## config.mk

```make
export PLATFORM = sky130hd
export DESIGN_NAME = cepstral_dct_frame_top
export DESIGN_NICKNAME = d
export VERILOG_FILES = /design/src/rtl/cdf_pkg.sv /design/src/rtl/cdf_frame_store.sv /design/src/rtl/cdf_mac.sv /design/src/rtl/cdf_ctrl.sv /design/src/rtl/cepstral_dct_frame_top.sv
export SDC_FILE = /design/constraint.sdc
export NUM_CORES = 2
export LEC_CHECK = 0
export ABC_AREA = 1
export BUFFER_PORTS_ARGS = -buffer_cell sky130_fd_sc_hd__buf_2
export CELL_PAD_IN_SITES_DETAIL_PLACEMENT = 2
export CELL_PAD_IN_SITES_GLOBAL_PLACEMENT = 2
export CORE_MARGIN = 2
export CORE_UTILIZATION = 42
export CTS_CLUSTER_SIZE = 14
export DETAILED_ROUTE_END_ITERATION = 10
export MAX_ROUTING_LAYER = met4
export PLACE_DENSITY_LB_ADDON = 0.15
export SETUP_SLACK_MARGIN = 0.5
export SYNTH_ARGS = -nofsm -noshare
export SYNTH_HDL_FRONTEND = slang
export SYNTH_SLANG_ARGS = --single-unit
```

## constraint.sdc

```tcl
create_clock -name clk -period 7.4 [get_ports clk]
set_input_delay 0.37 -clock clk [delete_from_list [all_inputs] [get_ports clk]]
set_output_delay 0.37 -clock clk [all_outputs]
set_load 0.01 [all_outputs]
```

## src/rtl/cdf_pkg.sv

```systemverilog
// Shared constants, types and the scaled cosine table for the cepstral DCT block.
// Used by every module under rtl; depends on nothing.
package cdf_pkg;

  localparam int MelBins   = 26;
  localparam int MaxCoeffs = 16;
  localparam int OutLimit  = 16;
  localparam int EffCoeffs = (MaxCoeffs < OutLimit) ? MaxCoeffs : OutLimit;

  localparam int EnergyW = 24;
  localparam int CoefW   = 16;
  localparam int ProdW   = EnergyW + CoefW;
  localparam int AccW    = 48;
  localparam int CoeffW  = 32;
  localparam int IdxW    = 4;
  localparam int CfgW    = 5;
  localparam int RndBits = 15;

  localparam logic [CfgW-1:0] CfgReset = CfgW'(12);

  localparam int MW   = $clog2(MelBins);
  localparam int PhW  = $clog2(4 * MelBins);
  localparam int TW   = $clog2(MelBins + 1);
  localparam int CosW = 17;

  localparam logic [63:0] PiQ30 = 64'd3373259426;

  typedef enum logic [1:0] {
    S_LOAD,
    S_CALC,
    S_WAIT
  } seq_state_t;

  typedef struct packed {
    logic                    valid;
    logic                    first;
    logic                    last;
    logic signed [CoefW-1:0] coef;
  } mac_ctl_t;

  typedef struct packed {
    logic [IdxW-1:0] index;
    logic            last;
  } out_tag_t;

  typedef logic [MelBins:0][CosW-1:0] cos_tab_t;

  function automatic logic [63:0] isqrt64(logic [63:0] v);
    logic [63:0] r;
    logic [63:0] bitv;
    logic [63:0] rem;
    r    = '0;
    bitv = 64'd1 << 62;
    rem  = v;
    for (int i = 0; i < 32; i++) begin
      if (rem >= r + bitv) begin
        rem = rem - (r + bitv);
        r   = (r >> 1) + bitv;
      end else begin
        r = r >> 1;
      end
      bitv = bitv >> 2;
    end
    return r;
  endfunction

  // Magnitude of sqrt(2/M)*cos(pi*t/(2M)) in Q1.15 for t in 0..M.
  function automatic cos_tab_t build_cos_tab();
    cos_tab_t    tab;
    logic [63:0] scale;
    logic [63:0] x;
    logic [63:0] x2;
    logic [63:0] term;
    logic [63:0] prod;
    longint      sum;
    scale = isqrt64((64'd1 << 61) / 64'(MelBins));
    for (int t = 0; t <= MelBins; t++) begin
      x    = (PiQ30 * 64'(t) + 64'(MelBins)) / 64'(2 * MelBins);
      x2   = (x * x) >> 30;
      term = 64'd1 << 30;
      sum  = longint'(1) << 30;
      for (int i = 1; i <= 12; i++) begin
        term = ((term * x2) >> 30) / 64'((2 * i - 1) * (2 * i));
        if (i[0]) begin
          sum = sum - longint'(term);
        end else begin
          sum = sum + longint'(term);
        end
      end
      if (sum < 0) begin
        sum = 0;
      end
      if (sum > (longint'(1) << 30)) begin
        sum = longint'(1) << 30;
      end
      prod   = 64'(sum) * scale + (64'd1 << 44);
      tab[t] = CosW'(prod >> 45);
    end
    return tab;
  endfunction

  localparam cos_tab_t CosTab = build_cos_tab();

endpackage

```

## src/rtl/cdf_frame_store.sv

```systemverilog
// Frame buffer holding one frame of mel values, registered read port.
// Depends on cdf_pkg.
module cdf_frame_store
  import cdf_pkg::*;
(
  input  logic                      clk,
  input  logic                      we,
  input  logic [MW-1:0]             waddr,
  input  logic signed [EnergyW-1:0] wdata,
  input  logic                      re,
  input  logic [MW-1:0]             raddr,
  output logic signed [EnergyW-1:0] rdata
);

  logic signed [EnergyW-1:0] mem [MelBins];

  always_ff @(posedge clk) begin
    if (we) begin
      mem[waddr] <= wdata;
    end
  end

  always_ff @(posedge clk) begin
    if (re) begin
      rdata <= mem[raddr];
    end
  end

endmodule

```

## src/rtl/cdf_mac.sv

```systemverilog
// Shared multiply-accumulate unit with rounding to Q15.16 and saturation.
// Depends on cdf_pkg; driven by cdf_ctrl and cdf_frame_store.
module cdf_mac
  import cdf_pkg::*;
(
  input  logic                      clk,
  input  logic                      rst,
  input  mac_ctl_t                  ctl,
  input  logic signed [EnergyW-1:0] energy,
  input  logic                      res_take,
  output logic                      res_valid,
  output logic signed [CoeffW-1:0]  res
);

  localparam logic [AccW-1:0] RndHalf = AccW'(1) << (RndBits - 1);
  localparam int              QW      = AccW - RndBits;

  logic                    v1;
  logic                    first1;
  logic                    last1;
  logic signed [ProdW-1:0] prod;
  logic signed [AccW-1:0]  acc;
  logic                    fin;

  logic [AccW-1:0]         rsum;
  logic [QW-1:0]           q;
  logic signed [CoeffW-1:0] res_next;

  always_comb begin
    rsum = acc + RndHalf;
    q    = rsum[AccW-1:RndBits];
    if (q[QW-1] != q[CoeffW-1]) begin
      res_next = q[QW-1] ? {1'b1, {(CoeffW-1){1'b0}}} : {1'b0, {(CoeffW-1){1'b1}}};
    end else begin
      res_next = q[CoeffW-1:0];
    end
  end

  always_ff @(posedge clk) begin
    prod   <= energy * ctl.coef;
    first1 <= ctl.first;
    last1  <= ctl.last;
    if (v1) begin
      acc <= first1 ? AccW'(prod) : acc + AccW'(prod);
    end
    if (fin) begin
      res <= res_next;
    end
  end

  always_ff @(posedge clk) begin
    if (rst) begin
      v1        <= 1'b0;
      fin       <= 1'b0;
      res_valid <= 1'b0;
    end else begin
      v1  <= ctl.valid;
      fin <= v1 && last1;
      if (fin) begin
        res_valid <= 1'b1;
      end else if (res_take) begin
        res_valid <= 1'b0;
      end
    end
  end

`ifndef SYNTHESIS
  a_no_overwrite: assert property (@(posedge clk) disable iff (rst) fin |-> !res_valid)
    else $error("cdf_mac: new sum finished while previous result pending");
`endif

endmodule

```

## src/rtl/cdf_ctrl.sv

```systemverilog
// Sequencer: frame loading, coefficient loop, cosine phase walk and table lookup.
// Depends on cdf_pkg; feeds cdf_frame_store and cdf_mac.
module cdf_ctrl
  import cdf_pkg::*;
(
  input  logic            clk,
  input  logic            rst,
  input  logic            in_valid,
  output logic            in_ready,
  input  logic            cfg_wr_en,
  input  logic [CfgW-1:0] cfg_wr_data,
  output logic            st_we,
  output logic [MW-1:0]   st_waddr,
  output logic            st_re,
  output logic [MW-1:0]   st_raddr,
  output mac_ctl_t        mac_ctl,
  input  logic            res_take,
  output out_tag_t        out_tag
);

  localparam logic [MW-1:0]  BinLast = MW'(MelBins - 1);
  localparam logic [PhW:0]   Ph4M    = (PhW + 1)'(4 * MelBins);
  localparam logic [PhW:0]   Ph2M    = (PhW + 1)'(2 * MelBins);
  localparam logic [PhW:0]   Ph1M    = (PhW + 1)'(MelBins);
  localparam logic signed [CosW:0] CoefMax = (CosW + 1)'((1 << (CoefW - 1)) - 1);

  seq_state_t      state;
  seq_state_t      state_next;
  logic [MW-1:0]   load_cnt;
  logic [MW-1:0]   m_cnt;
  logic [IdxW-1:0] k_cnt;
  logic [IdxW-1:0] k_last;
  logic [PhW-1:0]  phase;
  logic [PhW-1:0]  base;
  logic [PhW-1:0]  step;
  logic [CfgW-1:0] coeff_count;
  mac_ctl_t        mac_ctl_next;

  logic [CfgW-1:0]   n_eff;
  logic [IdxW-1:0]   eff_last;
  logic [PhW:0]      ph_sum;
  logic [PhW:0]      base_sum;
  logic [PhW:0]      step_sum;
  logic [PhW-1:0]    phase_adv;
  logic [PhW-1:0]    base_adv;
  logic [PhW-1:0]    step_adv;
  logic [PhW:0]      t1;
  logic [PhW:0]      t2;
  logic              neg;
  logic [CosW-1:0]   mag;
  logic signed [CosW:0] coef_wide;

  always_comb begin
    priority if (coeff_count == '0) begin
      n_eff = CfgW'(1);
    end else if (coeff_count > CfgW'(EffCoeffs)) begin
      n_eff = CfgW'(EffCoeffs);
    end else begin
      n_eff = coeff_count;
    end
    eff_last = IdxW'(n_eff - CfgW'(1));
  end

  always_comb begin
    ph_sum    = {1'b0, phase} + {1'b0, step};
    phase_adv = (ph_sum >= Ph4M) ? PhW'(ph_sum - Ph4M) : PhW'(ph_sum);
    base_sum  = {1'b0, base} + (PhW + 1)'(1);
    base_adv  = (base_sum >= Ph4M) ? PhW'(base_sum - Ph4M) : PhW'(base_sum);
    step_sum  = {1'b0, step} + (PhW + 1)'(2);
    step_adv  = (step_sum >= Ph4M) ? PhW'(step_sum - Ph4M) : PhW'(step_sum);
  end

  // Fold the angle into the first quadrant, look up the scaled cosine and apply its sign.
  always_comb begin
    t1        = ({1'b0, phase} > Ph2M) ? Ph4M - {1'b0, phase} : {1'b0, phase};
    neg       = t1 > Ph1M;
    t2        = neg ? Ph2M - t1 : t1;
    mag       = CosTab[t2[TW-1:0]];
    coef_wide = neg ? -$signed({1'b0, mag}) : $signed({1'b0, mag});
    if (coef_wide > CoefMax) begin
      coef_wide = CoefMax;
    end
  end

  always_comb begin
    state_next = state;
    unique case (state)
      S_LOAD: begin
        if (in_valid && load_cnt == BinLast) begin
          state_next = S_CALC;
        end
      end
      S_CALC: begin
        if (m_cnt == BinLast) begin
          state_next = S_WAIT;
        end
      end
      S_WAIT: begin
        if (res_take) begin
          state_next = (k_cnt == k_last) ? S_LOAD : S_CALC;
        end
      end
      default: begin
        state_next = S_LOAD;
      end
    endcase
  end

  always_comb begin
    in_ready           = 1'b0;
    st_re              = 1'b0;
    mac_ctl_next       = '0;
    mac_ctl_next.first = m_cnt == '0;
    mac_ctl_next.last  = m_cnt == BinLast;
    mac_ctl_next.coef  = CoefW'(coef_wide);
    unique case (state)
      S_LOAD: begin
        in_ready = 1'b1;
      end
      S_CALC: begin
        st_re              = 1'b1;
        mac_ctl_next.valid = 1'b1;
      end
      S_WAIT: begin
      end
      default: begin
      end
    endcase
    st_we    = in_ready && in_valid;
    st_waddr = load_cnt;
    st_raddr = m_cnt;
  end

  assign out_tag.index = k_cnt;
  assign out_tag.last  = k_cnt == k_last;

  always_ff @(posedge clk) begin
    if (rst) begin
      state       <= S_LOAD;
      load_cnt    <= '0;
      m_cnt       <= '0;
      k_cnt       <= '0;
      k_last      <= '0;
      phase       <= '0;
      base        <= '0;
      step        <= '0;
      coeff_count <= CfgReset;
      mac_ctl     <= '0;
    end else begin
      state   <= state_next;
      mac_ctl <= mac_ctl_next;
      if (cfg_wr_en) begin
        coeff_count <= cfg_wr_data;
      end
      unique case (state)
        S_LOAD: begin
          if (in_valid) begin
            if (load_cnt == BinLast) begin
              load_cnt <= '0;
              m_cnt    <= '0;
              k_cnt    <= '0;
              k_last   <= eff_last;
              base     <= PhW'(1);
              step     <= PhW'(2);
              phase    <= PhW'(1);
            end else begin
              load_cnt <= load_cnt + MW'(1);
            end
          end
        end
        S_CALC: begin
          phase <= phase_adv;
          m_cnt <= (m_cnt == BinLast) ? '0 : m_cnt + MW'(1);
        end
        S_WAIT: begin
          if (res_take && k_cnt != k_last) begin
            k_cnt <= k_cnt + IdxW'(1);
            base  <= base_adv;
            step  <= step_adv;
            phase <= base_adv;
          end
        end
        default: begin
        end
      endcase
    end
  end

`ifndef SYNTHESIS
  a_load_bound: assert property (@(posedge clk) disable iff (rst) load_cnt <= BinLast)
    else $error("cdf_ctrl: load count out of range");
  a_frame_close: assert property (@(posedge clk) disable iff (rst)
    (in_valid && in_ready && load_cnt == BinLast) |=> !in_ready)
    else $error("cdf_ctrl: still ready after frame completed");
  a_take_wait: assert property (@(posedge clk) disable iff (rst)
    res_take |-> (state == S_WAIT))
    else $error("cdf_ctrl: result taken outside wait state");
`endif

endmodule

```

## src/rtl/cepstral_dct_frame_top.sv

```systemverilog
// Top level of the cepstral DCT block: sequencer, frame buffer, MAC and output register.
// Depends on cdf_pkg, cdf_ctrl, cdf_frame_store and cdf_mac.
//
//   channel   signals                                                          dir
//   input     in_valid, in_ready, bin_energy                                   in
//   output    out_valid, out_ready, cepstral_coeff, coeff_index, frame_last    out
//   config    cfg_wr_en, cfg_wr_data                                           in
//
// Loading takes one mel value per valid cycle; in_ready is high only while loading.
// Each coefficient sums all MelBins products on the single shared multiplier, then
// passes through the MAC pipeline and the handoff to the output register.
// Reset clears the sequencer and sets coeff_count to 12; the frame buffer is not cleared.
// A stalled output holds in its register and the sequencer waits before the next sum.
module cepstral_dct_frame_top
  import cdf_pkg::*;
(
  input  logic                      clk,
  input  logic                      rst,
  input  logic                      in_valid,
  output logic                      in_ready,
  input  logic signed [EnergyW-1:0] bin_energy,
  output logic                      out_valid,
  input  logic                      out_ready,
  output logic signed [CoeffW-1:0]  cepstral_coeff,
  output logic [IdxW-1:0]           coeff_index,
  output logic                      frame_last,
  input  logic                      cfg_wr_en,
  input  logic [CfgW-1:0]           cfg_wr_data
);

  logic                      st_we;
  logic [MW-1:0]             st_waddr;
  logic                      st_re;
  logic [MW-1:0]             st_raddr;
  logic signed [EnergyW-1:0] st_rdata;
  mac_ctl_t                  mac_ctl;
  out_tag_t                  out_tag;
  logic                      res_valid;
  logic signed [CoeffW-1:0]  res;
  logic                      res_take;

  assign res_take = res_valid && (!out_valid || out_ready);

  cdf_ctrl u_ctrl (
    .clk         (clk),
    .rst         (rst),
    .in_valid    (in_valid),
    .in_ready    (in_ready),
    .cfg_wr_en   (cfg_wr_en),
    .cfg_wr_data (cfg_wr_data),
    .st_we       (st_we),
    .st_waddr    (st_waddr),
    .st_re       (st_re),
    .st_raddr    (st_raddr),
    .mac_ctl     (mac_ctl),
    .res_take    (res_take),
    .out_tag     (out_tag)
  );

  cdf_frame_store u_store (
    .clk   (clk),
    .we    (st_we),
    .waddr (st_waddr),
    .wdata (bin_energy),
    .re    (st_re),
    .raddr (st_raddr),
    .rdata (st_rdata)
  );

  cdf_mac u_mac (
    .clk       (clk),
    .rst       (rst),
    .ctl       (mac_ctl),
    .energy    (st_rdata),
    .res_take  (res_take),
    .res_valid (res_valid),
    .res       (res)
  );

  always_ff @(posedge clk) begin
    if (res_take) begin
      cepstral_coeff <= res;
      coeff_index    <= out_tag.index;
      frame_last     <= out_tag.last;
    end
  end

  always_ff @(posedge clk) begin
    if (rst) begin
      out_valid <= 1'b0;
    end else if (res_take) begin
      out_valid <= 1'b1;
    end else if (out_ready) begin
      out_valid <= 1'b0;
    end
  end

endmodule
```

After elaboration in Yosys (flattened, before gate mapping)
Memory sizes are Yosys's and may differ from the RTL's. A register that Yosys moved wholly into a read port is not among the register bits.
Index checks and enable logic that the tools add are counted.

cells by class
  eq/ne operators = 13
  reductions and logical operators = 22
  add/sub/neg operators = 15
  $lt $le $gt $ge = 8
  multiplexer cells = 44
  multipliers = 1

operators with widths
  kind                                                                      count
  32-bit 2-to-1 mux                                                         2
  7-bit 2-to-1 mux                                                          9
  48-bit by 15-bit adder with 48-bit output (second input constant)         1
  48-bit by 40-bit adder with 48-bit output                                 1
  48-bit 2-to-1 mux                                                         1
  24-bit by 16-bit multiplier with 40-bit output                            1
  7-bit case mux with 2 select lines                                        2
  5-bit 2-to-1 mux                                                          5
  8-bit by 7-bit >= comparator with 1-bit output (second input constant)    3
  7-bit case mux with 3 select lines                                        1
  7-bit subtractor (second input constant)                                  3
  4-bit 2-to-1 mux                                                          5
  18-bit by 16-bit > comparator with 1-bit output (second input constant)   1
  18-bit 2-to-1 mux                                                         1
  17-bit negation with 18-bit output                                        1
  17-bit 2-to-1 mux                                                         1
  15-bit 2-to-1 mux                                                         1
  5-bit by 1-bit adder with 5-bit output (second input constant)            2
  5-bit == test (second input constant)                                     2
  5-bit logical NOT                                                         2
  2-bit by 1-bit inequality test with 1-bit output (second input constant)  5
  5-bit case mux with 2 select lines                                        1
  1-bit 2-to-1 mux                                                          9
  3-bit AND reduction                                                       3
  30 further kinds                                                          40

word-level totals
  memories = 2
  RAM bits = 624
  ROM bits = 544
  bits of input ports = 34
  register bits = 228
  output and inout port bits = 39
  logic and storage cells = 131

memory list
  name              depth  width  read ports  clocked after Yosys merged registers in  wr ports  RTL line               source
  u_store.mem       26     24     1           1                                        1         cdf_frame_store.sv:15  logic signed [EnergyW-1:0] mem [MelBins];
  (name not given)  32     17     1           0                                        0         cdf_ctrl.sv:78         mag = CosTab[t2[TW-1:0]];

Logic depth before layout (Yosys ltp)
  word-level depth = 10
  depth in mapped cells = 32

Hierarchy
A second synthesis with hierarchy kept.

unflattened totals
  cell total of the unflattened synthesis = 6518
  area total of the unflattened synthesis = 56741.9 um^2

modules (own cells, without submodules)
  module                  times used  area an instance (um^2)  cells an instance
  cdf_frame_store         1           26689.3                  2313
  cdf_mac                 1           24074.3                  3409
  cdf_ctrl                1           4819.6                   753
  cepstral_dct_frame_top  1           1158.6                   43

Worst setup path before layout
Ideal clock, no wire load.

  path kind = register to register
  start point = reg u_store.rdata[16], read port of u_store.mem
  end point = reg u_mac.prod[38]
  path buffers = 2
  setup time = 0.127 ns
  cell stages (with the launch flop) = 27
  period minus slack after synthesis = 6.077 ns
  setup slack = 1.323 ns
  data arrival time = 5.950 ns
  cell sequence = edfxtp_1 -> clkbuf_1 -> clkbuf_1 -> nand2_1 -> fa_1 -> inv_1 -> fa_1 -> inv_1 -> fa_1 -> inv_1 -> fa_1 -> fa_1 -> inv_1 -> fa_1 -> inv_1 -> ha_1 -> a21oi_1 -> nor2_1 -> a211oi_1 -> o211ai_1 -> a21oi_1 -> o21bai_1 -> a21oi_1 -> o21bai_1 -> a21boi_0 -> o21ai_0 -> xor2_1

between the ends
  longest elaborated chain between the ends = 1

ends and longest elaborated chain
  element                                         RTL line               source
  start, declared                                 cdf_frame_store.sv:12  output logic signed [EnergyW-1:0] rdata
  24-bit by 16-bit multiplier with 40-bit output  cdf_mac.sv:40          prod <= energy * ctl.coef;
  end signal, assigned                            cdf_mac.sv:40
  end, declared                                   cdf_mac.sv:21          logic signed [ProdW-1:0] prod;

No other way between the ends.
A chain may end at the register's enable or synchronous reset.

Worst setup path in the final report
  start point = reg, netlist name u_ctrl.mac_ctl[11]
  end point = reg u_mac.prod[37]

between the ends
  longest elaborated chain between the ends = 1

ends and longest elaborated chain
  element                                         RTL line
  24-bit by 16-bit multiplier with 40-bit output  cdf_mac.sv:40

No other way between the ends.

==> flow_summary.rst <==
.. list-table::
   :header-rows: 1

   * - Metric
     - Value
   * - Area of the die
     - 128000 µm²
   * - Vias/cell
     - 5.59
   * - Relative slew margins
     - 28.2%
   * - Clock latency of the later-clocked register in the worst-skew pair
     - 740 ps
   * - Post-detail-place hpwl
     - 126000 µm
   * - Nets in the synthesized netlist
     - 5878
   * - Power Internal
     - 10.4 mW
   * - Standard cell core area
     - 124000 µm²
   * - Kind of critical path
     - register to register
   * - Most used DFF post-synth
     - edfxtp_1
   * - Wirelength, routed
     - 188000 µm
   * - Die height
     - 357 µm
   * - FP Rows
     - 129
   * - Clock transition at the registers of the reported paths
     - 60 ps
   * - Cell area after layout
     - 58600 µm²
   * - Top Ports
     - 73
   * - Library cell with the largest summed area after synthesis
     - edfxtp_1
   * - Worst-case vdd ir drop
     - 205 µV
   * - Root buffer cell
     - clkbuf_16
   * - Worst setup EP type
     - register
   * - Max Freq
     - 0.153 GHz
   * - Top fanout value on the critical path
     - 13
   * - Total grt overflow
     - 0
   * - Setup repair after global routing missed its margin
     - false
   * - Place WS
     - 350 ps
   * - Cell types occupying the most area after synthesis
     - edfxtp_1, fa_1, nand2_1, inv_1, o21ai_0
   * - Routability congestion estimate from global placement
     - 0.859
   * - Clk network pwr share
     - 31.0%
   * - Clock sinks
     - 875
   * - Number of cells in the finished layout apart from fillers
     - 7102
   * - Synth Register Bits
     - 875
   * - Seq pwr share
     - 36.8%
   * - Final critical path time including I/O delays and setup
     - 6520 ps
   * - Initial core utilization
     - 42.3%
   * - Setup WS post-layout
     - 885 ps
   * - Class of the tightest hold or removal check
     - input port to register
   * - Total Nets Final
     - 5963
   * - Clock Tree Buf Depth
     - 3
   * - Antenna Violating Nets Remaining
     - 0
   * - Logic pwr share
     - 32.2%
   * - Share of the core filled with cells
     - 47.3%
   * - DRC violation count after routing
     - 1
   * - DIE WIDTH
     - 357 µm
   * - Pwr Density
     - 277 nW/µm²
   * - Endpoints failing hold
     - 0
   * - Worst endpoint required time
     - 8000 ps
   * - Net switching power figure
     - 5.87 mW
   * - First-pass GRT wire length
     - 280000 µm
   * - Startpoint class of the critical path
     - register
   * - Share of the synthesized area in the top cell type
     - 43.8%
   * - Synth cell types
     - 55
   * - Crit share post-route
     - 88.0%
   * - Synthesized area per cell
     - 9.91 µm²
   * - Post-Route Skew
     - 82.0 ps
   * - Overall global routing resource usage
     - 30.1%
   * - Cell area after technology mapping
     - 52400 µm²
   * - Detailed Route Iter0 Violations
     - 2939
   * - Largest net degree at the start of global routing
     - 142
   * - Data arrival time of the critical path
     - 7110 ps
   * - Reported max-cap violation count
     - 0
   * - Post-synth top cells
     - nand2_1, inv_1, edfxtp_1, nor2_1, o21ai_0
   * - Transition time at the pin with the least slew margin
     - 1080 ps
   * - # fillers
     - 13000
   * - DP Cell Count
     - 6863
   * - CTS tree
     - done
   * - Status
     - complete, but fails checks
   * - Detailed-routing iteration count for the pre-antenna-repair pass
     - 9
   * - Switching fraction of total power
     - 36.2%
   * - Wire per inst
     - 26.4 µm
   * - I/O Buffers
     - 72
   * - Number of antenna violations at the first check in global routing
     - 12
   * - Fraction of the yosys area taken by sequential cells
     - 48.0%
   * - Cell area after placement
     - 54900 µm²
   * - Final setup violation count
     - 0
   * - Count of H-tree levels built during CTS
     - 3
   * - Synth warnings
     - 0
   * - Number of enable-type register cells in the synthesized netlist
     - 765
   * - Final setup TNS
     - 0 ps
   * - Vias in the first global route
     - 44900
   * - Final Max Slew Viols
     - 0
   * - Cell count after synthesis
     - 5288
   * - Fraction of layout instances using a drive strength above 1
     - 8.85%
   * - Syn-to-layout area delta
     - 11.8%
   * - Most common cell in the synthesized netlist
     - nand2_1
   * - Pleak
     - 24.6 nW
   * - Share of flip-flops with an asynchronous set or reset
     - 0%
   * - Failing checks
     - design-rule violations
   * - Via count
     - 39700
   * - CTS buffer count
     - 99
## layout by cell type, fill, tap and decap left out, types with 10 or more instances in the layout
master,synthesis,final
nand2_1,943,943
inv_1,830,827
edfxtp_1,765,765
nor2_1,501,477
o21ai_0,478,477
fa_1,375,375
ha_1,181,180
a21oi_1,173,172
nand3_1,146,146
buf_4,1,130
clkbuf_16,0,100
dfxtp_1,110,99
o22ai_1,81,81
buf_2,4,72
o221ai_1,68,68
xor2_1,65,65
nand4_1,50,50
xnor2_1,40,40
or2_2,39,39
o211ai_1,39,39
nor3_1,38,35
nor2_4,3,27
a31oi_1,26,26
clkinv_1,4,22
clkbuf_1,208,21
clkinv_2,0,16
nor2_2,12,12
nand2_2,11,11
diode_2,0,10
## final timing paths
kind,start,endpoint,slack (ps),cells past startpoint
worst min-delay path,cfg_wr_en,u_ctrl.coeff_count[1]$_SDFFE_PP0P_,70,3
worst max register to register,u_ctrl.mac_ctl[11]$_SDFF_PP0_,u_mac.prod[37]$_DFF_P_,880,23
worst min register to register,u_ctrl.mac_ctl[17]$_SDFF_PP0_,u_mac.first1$_DFF_P_,380,0
worst max-delay path,u_ctrl.mac_ctl[11]$_SDFF_PP0_,u_mac.prod[37]$_DFF_P_,880,23
## critical path, stage by stage (launching register included)
cell and delay, ps:
dfxtp_1 750, buf_4 280, nand2_1 110, fa_1 520, inv_1 60, fa_1 500
fa_1 560, fa_1 470, fa_1 510, inv_1 60, fa_1 470, inv_1 40
ha_1 350, nand2_1 90, nor2_1 140, nand2_1 140, nor4_4 230, a21oi_1 180
o31ai_2 280, nand2_1 120, o21bai_1 220, nand2_1 80, nand2_1 70, xor2_1 140
## per-stage QoR
step	hold WS, ps	power (mW)
2_1_floorplan	310	9.46
3_3_place_gp	366	11.0
3_5_place_dp	367	11.3
4_1_cts	10.9	16.3
5_1_grt	77.1	17.1
6_report	66.2	16.2
## cells by family (layout without fill, tap and decap cells)
logic type	after synthesis	after routing	share of synthesized area, %
AND/OR/NAND/NOR	1776	1776	14.0
buffers and inverters	1068	1235	7.70
AO/OA/AOI/OAI	908	908	9.85
flip-flops	875	875	48.0
adder cells (fa/ha/maj)	556	556	18.6
XOR/XNOR	105	105	1.75
other	0	10	0
## power groups by stage
stage          Clock [mW]  Combinational, mW  Sequential [mW]
2_1_floorplan           0               3.55             5.91
3_3_place_gp            0               4.87             6.10
3_5_place_dp            0               5.13             6.12
4_1_cts              5.07               5.24             5.99
5_1_grt              5.23               5.93             5.99
6_report             5.03               5.23             5.97
## cell type report
| cell class | instances | area [µm²] | area share [%] |
|---|---|---|---|
| antenna | 10 | 25.0 | 0.0427 |
| timing repair buffer | 214 | 1490 | 2.54 |
| multi-input combinational | 3345 | 23400 | 40.0 |
| tap | 1637 | 2050 | 3.49 |
| clock inverter | 59 | 632 | 1.08 |
| inverter | 838 | 3160 | 5.38 |
| sequential | 875 | 25200 | 43.0 |
| clock buffer | 124 | 2620 | 4.47 |
## layer usage
layer / vias up / part of all wire, % / global-route usage, %
met2: 952 / 52 / 53.0
met3: 388 / 3.7 / 3.41
met4: 0 / 4.3 / 12.0
li1: 17600 / - / -
met1: 20700 / 40 / 35.1
met5: - / 0 / -
## sequential cells by signal, summed over array words and instances, names as in the netlist, 2 cells and up
signal	cells
u_ctrl.st_raddr	5
u_store.rdata	24
u_ctrl.coeff_count	5
u_mac.res	32
u_ctrl.step	6
u_ctrl.base	7
u_mac.prod	40
coeff_index	4
cepstral_coeff	32
u_mac.acc	48
u_ctrl.state	2
u_store.mem	624
u_ctrl.mac_ctl	19
u_ctrl.k_last	4
u_ctrl.st_waddr	5
u_ctrl.phase	7
u_ctrl.k_cnt	4
## repair_timing
item                                   CTS  global route
endpoints found under the hold margin    7             0
gates cloned                             0             0
buffers inserted                        20            17
gates resized for setup                  3            11
setup endpoints to repair                3             8
hold buffers                             9             0
(Power assumes the default switching activity.)
